## config.mk

```make
export PLATFORM = sky130hd
export DESIGN_NAME = stps_queue
export DESIGN_NICKNAME = d
export VERILOG_FILES = /design/src/hdl/stps_pkg.sv /design/src/hdl/stps_queue.sv
export SDC_FILE = /design/constraint.sdc
export NUM_CORES = 1
export LEC_CHECK = 0
export ABC_AREA = 1
export BUFFER_PORTS_ARGS = -buffer_cell sky130_fd_sc_hd__buf_2
export CELL_PAD_IN_SITES_DETAIL_PLACEMENT = 0
export CELL_PAD_IN_SITES_GLOBAL_PLACEMENT = 1
export CORE_ASPECT_RATIO = 2
export CORE_MARGIN = 2
export CORE_UTILIZATION = 40
export DETAILED_ROUTE_END_ITERATION = 10
export PLACE_DENSITY_LB_ADDON = 0.1
export SETUP_SLACK_MARGIN = 0.1
export SLEW_MARGIN = 5
export SYNTH_ARGS = -nofsm -noshare
export SYNTH_HDL_FRONTEND = slang
export SYNTH_SLANG_ARGS = --single-unit
```

## constraint.sdc

```tcl
create_clock -name i_clk -period 7.2 [get_ports i_clk]
set_input_delay 0.72 -clock i_clk [delete_from_list [all_inputs] [get_ports i_clk]]
set_output_delay 0.72 -clock i_clk [all_outputs]
set_load 0.01 [all_outputs]
```

## src/hdl/stps_pkg.sv

```systemverilog
// package for the sorted table position search block
// holds codes, item and state types shared by the interfaces and modules
// no dependencies
package stps_pkg;

    // default table depth and queue depth
    localparam int TABLE_DEPTH_DEF = 256;
    localparam int QUEUE_DEPTH     = 2;

    // fixed field widths
    localparam int KIND_W  = 2;
    localparam int INDEX_W = 8;
    localparam int KEY_W   = 32;
    localparam int COUNT_W = 9;
    localparam int POS_W   = 8;

    // input kind codes
    localparam logic [KIND_W-1:0] KIND_WRITE        = 2'd0;
    localparam logic [KIND_W-1:0] KIND_QUERY_FIRST  = 2'd1;
    localparam logic [KIND_W-1:0] KIND_QUERY_SECOND = 2'd2;
    localparam logic [KIND_W-1:0] KIND_UNUSED       = 2'd3;

    // register word index
    localparam logic REG_ENTRY_COUNT = 1'b0;

    // reset value of entry count
    localparam logic [COUNT_W-1:0] ENTRY_COUNT_RST = 9'd1;

    // classified operation carried through the queue
    typedef enum logic [1:0] {
        OP_WRITE,
        OP_QUERY_FIRST,
        OP_QUERY_SECOND
    } t_op;

    typedef struct packed {
        t_op                op;
        logic               in_range;
        logic [INDEX_W-1:0] entry_index;
        logic [KEY_W-1:0]   first_key;
        logic [KEY_W-1:0]   second_key;
        logic [KEY_W-1:0]   target;
    } t_item;

    // back end sequencer states
    typedef enum logic [1:0] {
        S_IDLE,
        S_SEARCH,
        S_DONE
    } t_state;

endpackage

```

## src/hdl/stps_queue.sv

```systemverilog
// short fifo between the front end and the search sequencer
// depends on stps_pkg
module stps_queue (
    input  logic             i_clk,
    input  logic             i_rst_n,
    input  logic             i_push,
    input  stps_pkg::t_item  i_item,
    output logic             o_full,
    output logic             o_valid,
    output stps_pkg::t_item  o_item,
    input  logic             i_pop
);
    import stps_pkg::*;

    localparam int QW = (QUEUE_DEPTH > 1) ? $clog2(QUEUE_DEPTH) : 1;
    localparam int CW = $clog2(QUEUE_DEPTH + 1);

    t_item          r_slot [QUEUE_DEPTH];
    logic [QW-1:0]  r_wr_ptr, n_wr_ptr;
    logic [QW-1:0]  r_rd_ptr, n_rd_ptr;
    logic [CW-1:0]  r_count, n_count;
    logic           do_push, do_pop;

    assign o_full  = (r_count == CW'(QUEUE_DEPTH));
    assign o_valid = (r_count != '0);
    assign o_item  = r_slot[r_rd_ptr];
    assign do_push = i_push & ~o_full;
    assign do_pop  = i_pop & o_valid;

    // pointer and fill count update
    always_comb begin
        n_wr_ptr = r_wr_ptr;
        n_rd_ptr = r_rd_ptr;
        n_count  = r_count;
        if (do_push) begin
            n_wr_ptr = (r_wr_ptr == QW'(QUEUE_DEPTH - 1)) ? '0 : r_wr_ptr + 1'b1;
        end
        if (do_pop) begin
            n_rd_ptr = (r_rd_ptr == QW'(QUEUE_DEPTH - 1)) ? '0 : r_rd_ptr + 1'b1;
        end
        if (do_push && !do_pop) begin
            n_count = r_count + 1'b1;
        end else if (do_pop && !do_push) begin
            n_count = r_count - 1'b1;
        end
    end

    always_ff @(posedge i_clk) begin
        if (!i_rst_n) begin
            r_wr_ptr <= '0;
            r_rd_ptr <= '0;
            r_count  <= '0;
        end else begin
            r_wr_ptr <= n_wr_ptr;
            r_rd_ptr <= n_rd_ptr;
            r_count  <= n_count;
        end
    end

    // slot storage
    always_ff @(posedge i_clk) begin
        if (do_push) begin
            r_slot[r_wr_ptr] <= i_item;
        end
    end

endmodule

```

# After elaboration in Yosys (flattened, before gate mapping)
# Memory sizes are Yosys's and may differ from the RTL's. A register that Yosys moved wholly into a read port is not among the register bits.
# Cells that the tools add are included.
# Widths: inputs -> output; s select.
# totals
register_bits	4
ramBits	214
in_bits	111
out_inout_bits	109
elab_cells	26
n_memories	1
# op_classes
add_sub_neg	4
n_eq_ne	1
muxes	8
bitwise_logic	3
n_reduce_logical	6
# memory_table
name	words	width	rd	rd_ports_with_merged_regs	wr	line_no	text
r_slot	2	107	1	1	1	stps_queue.sv:18	t_item r_slot [QUEUE_DEPTH];
# ops
cell	n
$mux 1	6
$mux 2	2
$reduce_bool 2->1	2
$add 1x1->1 const B	2
$add 2x1->2 const B	1
$and 1x1->1	2
$eq 2x2->1 const B	1
$logic_and 1x1->1	2
$logic_not 1->1	2
$sub 2x1->2 const B	1
$not 1->1	1

# Depth between registers and ports, before layout
# logic_depth
word_depth	7
depth_mapped	10
depth_no_buf	10

# Least setup slack after synthesis
# OpenSTA, ideal clock, no wires.
# synth_path
kind	input-to-reg
from	input port i_push
to	memory r_slot[0][0] (netlist name) (enable)
setup_time_ps	574
arrival_ps	5326
path_slack_ps	1299
path_stages	2
cell_sequence	o21ai_0 nor2_1
# synth_via
elab_chain_cells	3
# synth_lines
element	line_no	text
start, declared	stps_queue.sv:6	input logic i_push,
$and 1x1->1	stps_queue.sv:27	assign do_push = i_push & ~o_full;
$mux 1	stps_queue.sv:62	if (do_push) begin
$mux 1 (implied by the code)	stps_queue.sv:63	r_slot[r_wr_ptr] <= i_item;
end, declared	stps_queue.sv:18	
# No other way between the ends.

==> results.cfg <==
[synthesis]
syn_area_sq_um = 8080
synthAdderAreaFrac = 0.00155
synth-xor-area-share = 0
synth-compound-area-share = 0.00341
synth-simple-area-share = 0.00883
synth_seq_cells = 219
syn-num-nets = 482
yosysWarnings = 0
synth_top_family_by_area = multiplexers
synth_cell_type_count = 15
avgSynthCellArea_sq_um = 21.8
ys_seq_area_frac = 0.808
synth.area.mux_share = 0.163
synthCells = 370

[route]
vias_per_cell = 4.64
vias = 4091
ant_nets = 0
first_pass_iters = 4
drc_errors = 0
drt-initial-drc-count = 157
wl_per_cell_um = 18.4
wirelength_um = 16200

[critical_path]
path_class = register to output port
critPathCaptureType = output port
required_ns = 6.48
crit_chain = buf_4, mux2_2, buf_2
arrival_ns = 2.72
slowest_delay_ns = 0.82
crit_path_start_kind = register
critPathTopFamily = buffers and inverters
cp_max_fo = 61
path_buf_inv = 2
slowest_stage = dfxtp_4

[clock_tree]
numClockSinks = 219
cts_tree = yes
root_buffer = clkbuf_16
ctsHoldBuffers = 0
cts_made_buffers = 20
clkLatencyLatePin_ns = 0.49
clk_pin_slew_worst_paths_ns = 0.06
postCtsSetupBuffers = 0
htree_levels = 1
clk_path_buf_depth = 3
cts_resized = 0

[placed_design]
place_congestion = 0.750
hpwl_um = 10700
place_area_sq_um = 9470
portBuffers = 219

[sta]
period_share = 0.478
rsz0062_at_grt = false
fmax_mhz = 290
slew_headroom = 0.417
slew_viol_final = 0
finalSetupTns_ns = 0
worst_pin_slew_ns = 0.875
setup_viol = 0
clock_skew_ns = 0.0102
finalHoldViolations = 0
finalCriticalPeriod_ns = 3.44

[grt]
grt_pass1_wl_um = 23500
first_global_vias = 4286
grt_max_degree = 62
grt_usage = 0.144
grt-ovfl-total = 0
antenna_found_initial = 1

[pwr]
ir_drop_v = 0.000269
leakage_nw = 3.83
power_density_nw_per_um2 = 344

[finish]
fillCellCount = 1725
design_area_sq_um = 10100
seq_area_sq_um = 6530
syn_to_final_growth_pct = 25.1
drive_gt1_frac = 0.587
layout.nets = 716
multi_input_area_sq_um = 1440

[floorplan]
core_sq_um = 19800
ios = 220
rows = 73
fp.dieW_um = 104
start_util = 0.407
die_h_um = 205
die-area_sq_um = 21400

[status]
status = complete, no violations

[flow_run]
drv_cap = 0

[worst_hold_path]
hold_path_class = input port to register
-- layout make-up --
class | instances | area share
inverter | 8 | 0.00297
clock inverter | 10 | 0.00730
tap | 262 | 0.0324
multi-input combinational | 131 | 0.143
antenna | 1 | 0.000248
sequential | 219 | 0.646
clock buffer | 26 | 0.0558
timing repair buffer | 224 | 0.112
-- registers in the layout (all words and copies together), names as in the netlist, named ones only --
name / flops
r_slot: 214
r_wr_ptr: 1
r_count: 2
r_rd_ptr: 1
-- through the flow --
stage / utilization / worst slack, ns / cells / hold WS [ns] / power (mW)
2_1_floorplan: - / 1.30 / 370 / 0.467 / 2.22
5_1_grt: 0.510 / 3.57 / 881 / 0.390 / 3.64
6_report: 0.510 / 3.76 / 881 / 0.415 / 3.47
3_3_place_gp: 0.478 / 4.19 / 844 / 0.483 / 2.48
4_1_cts: 0.510 / 3.63 / 880 / 0.388 / 3.53
3_5_place_dp: 0.478 / 4.13 / 844 / 0.502 / 2.50
-- cell families after synthesis --
kind of cell,Yosys count
DFF,219
AOI/OAI and AO/OA,5
and+or+nand+nor,18
adders and majority gates,1
buffers and inverters,20
muxes,107
-- per-layer routing --
layer,share of wire,global-route usage,wire (um)
met5,0,0,0
met4,0.031,0.0652,496
met3,0.067,0.0382,1090
met2,0.54,0.258,8790
met1,0.36,0.158,5820
-- worst paths after layout --
| check | from | end | slack, ns | cells past startpoint |
|---|---|---|---|---|
| worst max-delay path | register | o_item[94] | 3.76 | 3 |
| worst min-delay path | i_item[67] | r_slot[1][67]$_DFFE_PP_ | 0.42 | 1 |
| worst max register to register | r_count[1]$_SDFFE_PN0P_ | r_slot[1][0]$_DFFE_PP_ | 4.53 | 5 |
| worst min register to register | r_rd_ptr$_SDFFE_PN0P_ | r_rd_ptr$_SDFFE_PN0P_ | 0.52 | 2 |
-- cells in the final DEF, fill, tap and decap left out, types with 2 or more instances in the layout --
cell | Yosys | layout
buf_2 | 7 | 219
edfxtp_1 | 214 | 214
mux2_2 | 77 | 77
mux2_4 | 30 | 30
clkbuf_16 | 0 | 21
inv_1 | 8 | 8
nand2_1 | 7 | 7
nor2_1 | 9 | 7
buf_4 | 0 | 5
clkinv_1 | 0 | 4
clkinv_2 | 0 | 4
dfxtp_1 | 5 | 4
o21ai_0 | 3 | 3
clkbuf_1 | 0 | 3
nor2_4 | 0 | 2
clkbuf_8 | 0 | 2
-- report_power, final --
group          leakage (nW)  switching, mW  internal, mW
logic                  1.48          0.399         0.361
registers              2.04         0.0764          1.61
clock network         0.317          0.435         0.589
-- synth_stat cells --
master / number / area share
a21oi_1: 1 / 0.00062
buf_2: 7 / 0.0043
buf_6: 5 / 0.0070
dfxtp_1: 5 / 0.012
edfxtp_1: 214 / 0.80
ha_1: 1 / 0.0015
inv_1: 8 / 0.0037
mux2_2: 77 / 0.11
mux2_4: 30 / 0.056
nand2_1: 7 / 0.0033
nand3_1: 1 / 0.00062
nand4_1: 1 / 0.00078
nor2_1: 9 / 0.0042
o21a_1: 1 / 0.00093
o21ai_0: 3 / 0.0019
Power figures use the tool's default switching activity.
